$ cat src/hw/rtl/iic_pkg.sv
// ----------------------------------------------------------------------------
// iic_pkg
// Shared constants and types for the interval index classifier.
// ----------------------------------------------------------------------------
package iic_pkg;

    localparam int MAX_ENTRIES = 64;
    localparam int VALUE_BITS  = 32;
    localparam int INDEX_BITS  = 7;

    localparam int ADDR_W = (MAX_ENTRIES > 1) ? $clog2(MAX_ENTRIES) : 1;
    localparam int CNT_W  = $clog2(MAX_ENTRIES + 1);
    localparam int IDX_W  = $clog2(MAX_ENTRIES + 2);

    localparam int IN_DATA_W  = ((VALUE_BITS + 7) / 8) * 8;
    localparam int OUT_DATA_W = ((INDEX_BITS + VALUE_BITS + 7) / 8) * 8;

    localparam logic OP_LOAD  = 1'b0;
    localparam logic OP_QUERY = 1'b1;

    typedef struct packed {
        logic                  op;
        logic [VALUE_BITS-1:0] value;
        logic                  last;
    } t_req;

    typedef struct packed {
        logic [INDEX_BITS-1:0] index;
        logic [VALUE_BITS-1:0] value;
    } t_res;

    typedef struct packed {
        logic                  we;
        logic [ADDR_W-1:0]     waddr;
        logic [VALUE_BITS-1:0] wdata;
        logic [ADDR_W-1:0]     raddr;
    } t_ram_cmd;

endpackage

$ cat src/hw/rtl/iic_ram.sv
// ----------------------------------------------------------------------------
// iic_ram
// Generic single-write, single-read RAM with registered read data.
// ----------------------------------------------------------------------------
module iic_ram #(
    parameter int WIDTH = 32,
    parameter int DEPTH = 64,
    parameter int AW    = (DEPTH > 1) ? $clog2(DEPTH) : 1
) (
    input  logic             i_clk,
    input  logic             i_we,
    input  logic [AW-1:0]    i_waddr,
    input  logic [WIDTH-1:0] i_wdata,
    input  logic [AW-1:0]    i_raddr,
    output logic [WIDTH-1:0] o_rdata
);

    logic [WIDTH-1:0] r_mem [DEPTH];
    logic [WIDTH-1:0] r_rdata;

    always_ff @(posedge i_clk) begin
        if (i_we) begin
            r_mem[i_waddr] <= i_wdata;
        end
        r_rdata <= r_mem[i_raddr];
    end

    assign o_rdata = r_rdata;

endmodule

$ cat src/hw/rtl/iic_engine.sv
// ----------------------------------------------------------------------------
// iic_engine
// Sequencer that scans, inserts into and searches the sorted boundary table
// through one shared signed comparator.
// ----------------------------------------------------------------------------
module iic_engine (
    input  logic                             i_clk,
    input  logic                             i_rst_n,
    input  logic                             i_req_valid,
    output logic                             o_req_ready,
    input  iic_pkg::t_req                    i_req,
    output logic                             o_res_valid,
    input  logic                             i_res_ready,
    output iic_pkg::t_res                    o_res,
    output iic_pkg::t_ram_cmd                o_ram,
    input  logic [iic_pkg::VALUE_BITS-1:0]   i_ram_rdata
);
    import iic_pkg::*;

    localparam logic [2:0] S_IDLE = 3'd0;
    localparam logic [2:0] S_SCAN = 3'd1;
    localparam logic [2:0] S_CMP  = 3'd2;
    localparam logic [2:0] S_SHRD = 3'd3;
    localparam logic [2:0] S_SHWR = 3'd4;
    localparam logic [2:0] S_RES  = 3'd5;

    localparam logic [CNT_W-1:0] CNT_MAX = CNT_W'(MAX_ENTRIES);
    localparam logic [CNT_W-1:0] CNT_ONE = CNT_W'(1);

    logic [2:0]            r_state,     n_state;
    logic                  r_list_open, n_list_open;
    logic [CNT_W-1:0]      r_ucount,    n_ucount;
    logic [CNT_W-1:0]      r_rcount,    n_rcount;
    logic [CNT_W-1:0]      r_i,         n_i;
    logic [CNT_W-1:0]      r_k,         n_k;
    logic [VALUE_BITS-1:0] r_key,       n_key;
    logic                  r_op,        n_op;

    logic                  w_lt;
    logic                  w_eq;
    logic [CNT_W-1:0]      w_km1;
    logic [CNT_W-1:0]      w_eff_u;
    logic [CNT_W-1:0]      w_eff_r;
    logic [IDX_W-1:0]      w_idx;

    // shared comparator: stored key against table word
    assign w_lt  = $signed(r_key) < $signed(i_ram_rdata);
    assign w_eq  = r_key == i_ram_rdata;
    assign w_km1 = r_k - CNT_ONE;
    assign w_idx = IDX_W'(r_i) + IDX_W'(1);

    assign w_eff_u = r_list_open ? r_ucount : '0;
    assign w_eff_r = r_list_open ? r_rcount : '0;

    assign o_req_ready = r_state == S_IDLE;
    assign o_res_valid = r_state == S_RES;
    assign o_res.index = INDEX_BITS'(w_idx);
    assign o_res.value = r_key;

    always_comb begin
        n_state     = r_state;
        n_list_open = r_list_open;
        n_ucount    = r_ucount;
        n_rcount    = r_rcount;
        n_i         = r_i;
        n_k         = r_k;
        n_key       = r_key;
        n_op        = r_op;
        o_ram.we    = 1'b0;
        o_ram.waddr = r_i[ADDR_W-1:0];
        o_ram.wdata = r_key;
        o_ram.raddr = r_i[ADDR_W-1:0];

        case (r_state)
            S_IDLE: begin
                if (i_req_valid) begin
                    n_key = i_req.value;
                    n_op  = i_req.op;
                    n_i   = '0;
                    if (i_req.op == OP_QUERY) begin
                        n_state = S_SCAN;
                    end else begin
                        n_ucount    = w_eff_u;
                        n_rcount    = w_eff_r;
                        n_list_open = !i_req.last;
                        if (w_eff_r < CNT_MAX) begin
                            n_rcount = w_eff_r + CNT_ONE;
                            n_state  = S_SCAN;
                        end
                    end
                end
            end
            S_SCAN: begin
                if (r_i < r_ucount) begin
                    n_state = S_CMP;
                end else if (r_op == OP_QUERY) begin
                    n_state = S_RES;
                end else begin
                    n_k     = r_ucount;
                    n_state = S_SHRD;
                end
            end
            S_CMP: begin
                if (r_op == OP_QUERY) begin
                    if (w_lt) begin
                        n_state = S_RES;
                    end else begin
                        n_i     = r_i + CNT_ONE;
                        n_state = S_SCAN;
                    end
                end else if (w_eq) begin
                    n_state = S_IDLE;
                end else if (w_lt) begin
                    n_k     = r_ucount;
                    n_state = S_SHRD;
                end else begin
                    n_i     = r_i + CNT_ONE;
                    n_state = S_SCAN;
                end
            end
            S_SHRD: begin
                o_ram.raddr = w_km1[ADDR_W-1:0];
                if (r_ucount >= CNT_MAX) begin
                    n_state = S_IDLE;
                end else if (r_k > r_i) begin
                    n_state = S_SHWR;
                end else begin
                    o_ram.we = 1'b1;
                    n_ucount = r_ucount + CNT_ONE;
                    n_state  = S_IDLE;
                end
            end
            S_SHWR: begin
                o_ram.we    = 1'b1;
                o_ram.waddr = r_k[ADDR_W-1:0];
                o_ram.wdata = i_ram_rdata;
                n_k         = w_km1;
                n_state     = S_SHRD;
            end
            S_RES: begin
                if (i_res_ready) begin
                    n_state = S_IDLE;
                end
            end
            default: begin
                n_state = S_IDLE;
            end
        endcase
    end

    always_ff @(posedge i_clk) begin
        if (!i_rst_n) begin
            r_state     <= S_IDLE;
            r_list_open <= 1'b0;
            r_ucount    <= '0;
            r_rcount    <= '0;
            r_i         <= '0;
            r_k         <= '0;
        end else begin
            r_state     <= n_state;
            r_list_open <= n_list_open;
            r_ucount    <= n_ucount;
            r_rcount    <= n_rcount;
            r_i         <= n_i;
            r_k         <= n_k;
        end
    end

    always_ff @(posedge i_clk) begin
        r_key <= n_key;
        r_op  <= n_op;
    end

endmodule

$ cat src/hw/rtl/interval_index_classifier.sv
// ----------------------------------------------------------------------------
// interval_index_classifier
// Sorted boundary table with interval lookup on signed Q16.16 values.
// ----------------------------------------------------------------------------
// The slave stream carries one item per transaction: tuser is the opcode
// (0 load, 1 query), tdata the value and tlast closes a boundary list.
// Loads build a sorted table of distinct boundaries, up to 64 per list;
// the first load after a closed list starts a fresh table. A query returns
// one master transaction holding the 1-based index of the first boundary
// above the value (count plus one if none) and the value itself.
// One item is processed at a time; o_s_axis_tready is low while it runs.
// A query reads and compares stored boundaries in order (S_SCAN, S_CMP)
// until one lies above the value or the table ends; then the result
// enters the output register. A load compares the same way and stops on
// an equal boundary, then shifts each larger entry up (S_SHRD, S_SHWR) and
// writes the value; a dropped load is accepted without leaving S_IDLE.
// The steps follow from the one RAM read port and its registered read.
// A finished result waits in the output register while a new item is
// accepted; a stalled receiver holds a second result inside the sequencer.
// Reset empties the table and closes any open list; no clearing pass.
// ----------------------------------------------------------------------------
module interval_index_classifier (
    input  logic                              i_clk,
    input  logic                              i_rst_n,
    input  logic                              i_s_axis_tvalid,
    output logic                              o_s_axis_tready,
    // value
    input  logic [iic_pkg::IN_DATA_W-1:0]     i_s_axis_tdata,
    // opcode
    input  logic                              i_s_axis_tuser,
    input  logic                              i_s_axis_tlast,
    output logic                              o_m_axis_tvalid,
    input  logic                              i_m_axis_tready,
    // index, passed_value
    output logic [iic_pkg::OUT_DATA_W-1:0]    o_m_axis_tdata
);
    import iic_pkg::*;

    t_req                  w_req;
    t_res                  w_res;
    t_ram_cmd              w_ram;
    logic [VALUE_BITS-1:0] w_rdata;
    logic                  w_res_valid;
    logic                  w_res_ready;
    logic                  w_req_ready;

    logic                  r_out_valid;
    logic [OUT_DATA_W-1:0] r_out_data;

    assign w_req.op    = i_s_axis_tuser;
    assign w_req.value = i_s_axis_tdata[VALUE_BITS-1:0];
    assign w_req.last  = i_s_axis_tlast;

    assign w_res_ready     = !r_out_valid || i_m_axis_tready;
    assign o_s_axis_tready = w_req_ready;

    iic_engine u_engine (
        .i_clk       (i_clk),
        .i_rst_n     (i_rst_n),
        .i_req_valid (i_s_axis_tvalid),
        .o_req_ready (w_req_ready),
        .i_req       (w_req),
        .o_res_valid (w_res_valid),
        .i_res_ready (w_res_ready),
        .o_res       (w_res),
        .o_ram       (w_ram),
        .i_ram_rdata (w_rdata)
    );

    iic_ram #(
        .WIDTH (VALUE_BITS),
        .DEPTH (MAX_ENTRIES),
        .AW    (ADDR_W)
    ) u_ram (
        .i_clk   (i_clk),
        .i_we    (w_ram.we),
        .i_waddr (w_ram.waddr),
        .i_wdata (w_ram.wdata),
        .i_raddr (w_ram.raddr),
        .o_rdata (w_rdata)
    );

    always_ff @(posedge i_clk) begin
        if (!i_rst_n) begin
            r_out_valid <= 1'b0;
        end else if (w_res_ready) begin
            r_out_valid <= w_res_valid;
        end
    end

    always_ff @(posedge i_clk) begin
        if (w_res_valid && w_res_ready) begin
            r_out_data <= OUT_DATA_W'({w_res.value, w_res.index});
        end
    end

    assign o_m_axis_tvalid = r_out_valid;
    assign o_m_axis_tdata  = r_out_data;

`ifndef SYNTHESIS
    a_busy_after_accept : assert property (@(posedge i_clk) disable iff (!i_rst_n)
        (i_s_axis_tvalid && o_s_axis_tready && (i_s_axis_tuser == OP_QUERY))
        |=> !o_s_axis_tready)
        else $error("ready after accepted query transaction");

    a_index_nonzero : assert property (@(posedge i_clk) disable iff (!i_rst_n)
        o_m_axis_tvalid |-> (o_m_axis_tdata[INDEX_BITS-1:0] != '0))
        else $error("zero interval index");

    a_out_from_engine : assert property (@(posedge i_clk) disable iff (!i_rst_n)
        $rose(o_m_axis_tvalid) |-> $past(w_res_valid))
        else $error("output valid without engine result");
`endif

endmodule

$ cat config.mk
export PLATFORM = sky130hd
export DESIGN_NAME = interval_index_classifier
export DESIGN_NICKNAME = d
export VERILOG_FILES = /design/src/hw/rtl/iic_pkg.sv /design/src/hw/rtl/iic_ram.sv /design/src/hw/rtl/iic_engine.sv /design/src/hw/rtl/interval_index_classifier.sv
export SDC_FILE = /design/constraint.sdc
export NUM_CORES = 2
export LEC_CHECK = 0
export ABC_AREA = 0
export BUFFER_PORTS_ARGS = -buffer_cell sky130_fd_sc_hd__clkbuf_2
export CORE_UTILIZATION = 40
export DETAILED_ROUTE_END_ITERATION = 12
export SLEW_MARGIN = 20
export SYNTH_ARGS = -nofsm -noshare
export SYNTH_HDL_FRONTEND = slang
export SYNTH_SLANG_ARGS = --single-unit
$ cat constraint.sdc
create_clock -name i_clk -period 5.22 [get_ports i_clk]
set_input_delay 0.522 -clock i_clk [delete_from_list [all_inputs] [get_ports i_clk]]
set_output_delay 0.522 -clock i_clk [all_outputs]
set_load 0.02 [all_outputs]
==> results.ini <==
[synth]
synthMuxAreaShare = 0.139
ys.flop_type = edfxtp_1
synth_fa_ha_area_frac = 0.00725
syn-num-nets = 5046
syn_area_per_cell_um2 = 17.4
netlist_area_um2 = 86200
synthXorXnorAreaFrac = 0.000812
ys_top_cells_by_area = edfxtp_1 74%, mux2i_1 8.8%, mux4_2 5.0%
netlist_instances = 4958
synth_seq_cells = 2185
synthArstFlopShare = 0
yosysTopAreaCell = edfxtp_1
synth.top_cell.area_share = 0.738
synth_edf_count = 2120
ys_seq_area_frac = 0.753
synthSimpleGateAreaFrac = 0.0583
synth_top_family_by_area = multiplexers
synth-compound-area-share = 0.0239
ys_types = 63
ys_warn_count = 0

[timing]
fmax_mhz = 221
finalSetupViolCount = 0
worst_pin_slew_ps = 1120
post-route-period-util = 0.865
fin_setup_tns_ps = 0
slew_viol_final = 0
slew_headroom = 0.253
period_minus_slack_ps = 4520
hold_viol_final = 0
whs_ps = 70.8
skew_ps = 54.2
rsz0062_at_grt = false

[pwr]
switching_share = 0.225
power.share.clock = 0.407
sequentialPowerShare = 0.530
fin_total_pwr_mw = 37.8
comb_power_share = 0.063
intPower_mw = 29.3
p_per_area_nw_per_um2 = 380
leakage_nw = 33.0
ir_drop_v = 0.000361
power.switching_mw = 8.53

[drt]
drtIter0Drc = 4758
drt-vias-per-instance = 5.58
route.detailed.wl_per_inst_um = 26.9
drc = 0
drt_pass1_iterations = 6
ant_nets = 0
vias = 46100
routed_wl_um = 223000

[worst_setup_path]
crit_arrival_ps = 5330
critPathMaxFanout = 21
rr_worst_depth = 10
r2r-end = u_ram.o_rdata[2]
critPathLaunch = u_engine.r_state[0]
worstSetupEndpoint = u_ram.o_rdata[2]
crit_required_ps = 6030
path_class = reg2reg
startpoint_type = flop
r2r_slack_ps = 700
reg2reg_from = u_engine.r_state[0]
cp-end-kind = flop

[job]
maxCapViolCount = 0

[grt]
grt_remaining_overflow = 0
grt_max_degree = 93
track_usage = 0.203
antenna_found_initial = 16
grt_pass1_vias = 45300
grt_pass1_wl_um = 321000

[min_path]
min_path_type = in2reg

[cts]
tritoncts = built
cts_root_buffer = clkbuf_16
cts_buffers = 215
cts_max_level = 4
post_cts_buffers = 0
clkLatencyLatePin_ps = 870
cts_num_sinks = 2185
cts_buffer_depth = 3
clkTransAtPathRegs_ps = 60

[cells_and_area]
area_growth_pct = 15.4
drive_gt1_frac = 0.171
nets = 5325
fin_util = 0.464

[die]
die_h_um = 466
io_pins = 80
die_area_um2 = 217000
placementRows = 170
die_x_um = 466
start_util = 0.402
core_area_um2 = 214000

[placed_design]
globalplace.congestion = 0.865
io_buffers = 78
hpwlAfterDp_um = 132000

[outcome]
status = complete, no violations

==> worst min-delay path by stage <==
stage,depth (start not counted),from,slack (ps),to
2_1_floorplan,0,u_engine.r_key[0],430,o_m_axis_tdata[7]
3_3_place_gp,0,u_engine.r_key[0],450,o_m_axis_tdata[7]
3_5_place_dp,0,u_engine.r_key[0],450,o_m_axis_tdata[7]
4_1_cts,5,i_s_axis_tvalid,6,u_engine.r_state[1]
5_1_grt,5,i_s_axis_tvalid,40,u_engine.r_state[1]
6_report,5,i_s_axis_tvalid,70,u_engine.r_state[1]
==> power by group through the flow <==
stage / clock [mW] / combinational, mW / sequential [mW]
2_1_floorplan: 0 / 1.33 / 20.4
3_3_place_gp: 0 / 2.31 / 20.4
3_5_place_dp: 0 / 2.38 / 20.4
4_1_cts: 15.7 / 2.40 / 20.0
5_1_grt: 16.3 / 2.58 / 20.0
6_report: 15.4 / 2.40 / 20.0
==> registers in the layout (all words and copies together) (netlist names) <==
register and cells:
u_engine.r_state 3, u_engine.r_rcount 7, u_engine.r_k 7, u_engine.r_ucount 7, o_m_axis_tvalid 1, u_engine.r_key 32, u_engine.r_list_open 1, u_ram.r_mem 2048
o_m_axis_tdata 39, u_engine.r_i 7, u_engine.r_op 1, u_ram.o_rdata 32
==> cells by family after synthesis <==
logic type      Yosys count
flops                  2185
mux                     957
simple gates           1099
other cells               1
xor+xnor                  8
fa+ha+maj                50
buf+inv                 326
compound gates          332
==> placed cells by master (no fill, tap or decap), types with 6 or more instances in the layout <==
cell type      instances
edfxtp_1            2120
mux2i_1              761
nand2_1              530
nand3_1              286
clkbuf_16            216
mux4_2               192
buf_4                174
o22ai_1              127
clkbuf_2              78
nor2_4                67
dfxtp_1               65
clkbuf_1              52
inv_1                 51
ha_1                  50
buf_12                47
a21oi_1               44
clkinv_2              43
clkinv_1              42
a31oi_1               37
and3_1                36
nor2_1                36
nor4_1                35
o21ai_4               34
dlygate4sd3_1         34
and4_1                33
o21ai_0               23
bufinv_16             19
o31ai_1               13
or3_1                 12
nand4_1               11
nor3_1                 9
a21o_1                 9
clkbuf_8               9
nand2b_1               8
clkinvlp_4             8
o211ai_1               7
a211oi_1               7
clkinv_16              7
nor2b_1                6
o21a_1                 6
==> stage by stage <==
| stage | worst slack, ps | cells | cell area, um2 |
|---|---|---|---|
| after CTS | 794 | 8260 | 99500 |
| after detailed placement | 788 | 7823 | 92100 |
| after global routing | 561 | 8262 | 99500 |
| final | 702 | 8264 | 99500 |
| after global placement | 807 | 7823 | 92100 |
| after floorplan | 621 | 4958 | 86200 |
==> per-layer routing <==
| metal | up-vias | share of wire | GRT usage | routed length [um] |
|---|---|---|---|---|
| li1 | 20100 | - | - | - |
| met3 | 294 | 0.068 | 0.0328 | 15100 |
| met2 | 1622 | 0.47 | 0.322 | 105000 |
| met5 | - | 0.000090 | 0 | 20 |
| met1 | 24100 | 0.43 | 0.287 | 96100 |
| met4 | 2 | 0.028 | 0.0621 | 6310 |
==> synthesized netlist by cell type (37+ instances only) <==
library cell,count
mux4_2,192
o22ai_1,127
buf_2,140
ha_1,50
nand2_1,531
edfxtp_1,2120
o21ai_0,55
nand3_1,286
inv_1,52
a31oi_1,37
dfxtp_1,65
nor2_1,103
clkbuf_1,104
a21oi_1,44
mux2i_1,762
==> worst max-delay path, stage by stage (launching register included) <==
cell and delay, ps:
dfxtp_1 500, and3b_1 720, and3_1 340, or2_4 530, buf_12 280, buf_4 270, mux2i_1 540, o22ai_1 170
nor4_1 650, buf_4 220, and4_1 180
==> layout make-up <==
class | count | area, um2
fillers | 18100 | 115000
multi-input cells | 2447 | 20700
flip-flops and latches | 2185 | 65000
repair buffers | 334 | 3010
clock buffers | 277 | 5720
well taps | 2838 | 3550
inverters | 54 | 203
clock inverters | 126 | 1320
diodes | 3 | 7.51
==> what timing repair did <==
item / 4_1_cts / 5_1_grt
hold buffers: 34 / 0
resized for setup: 0 / 0
hold endpoints to repair: 34 / 0
No activity file was read; power rests on OpenSTA's default activity.
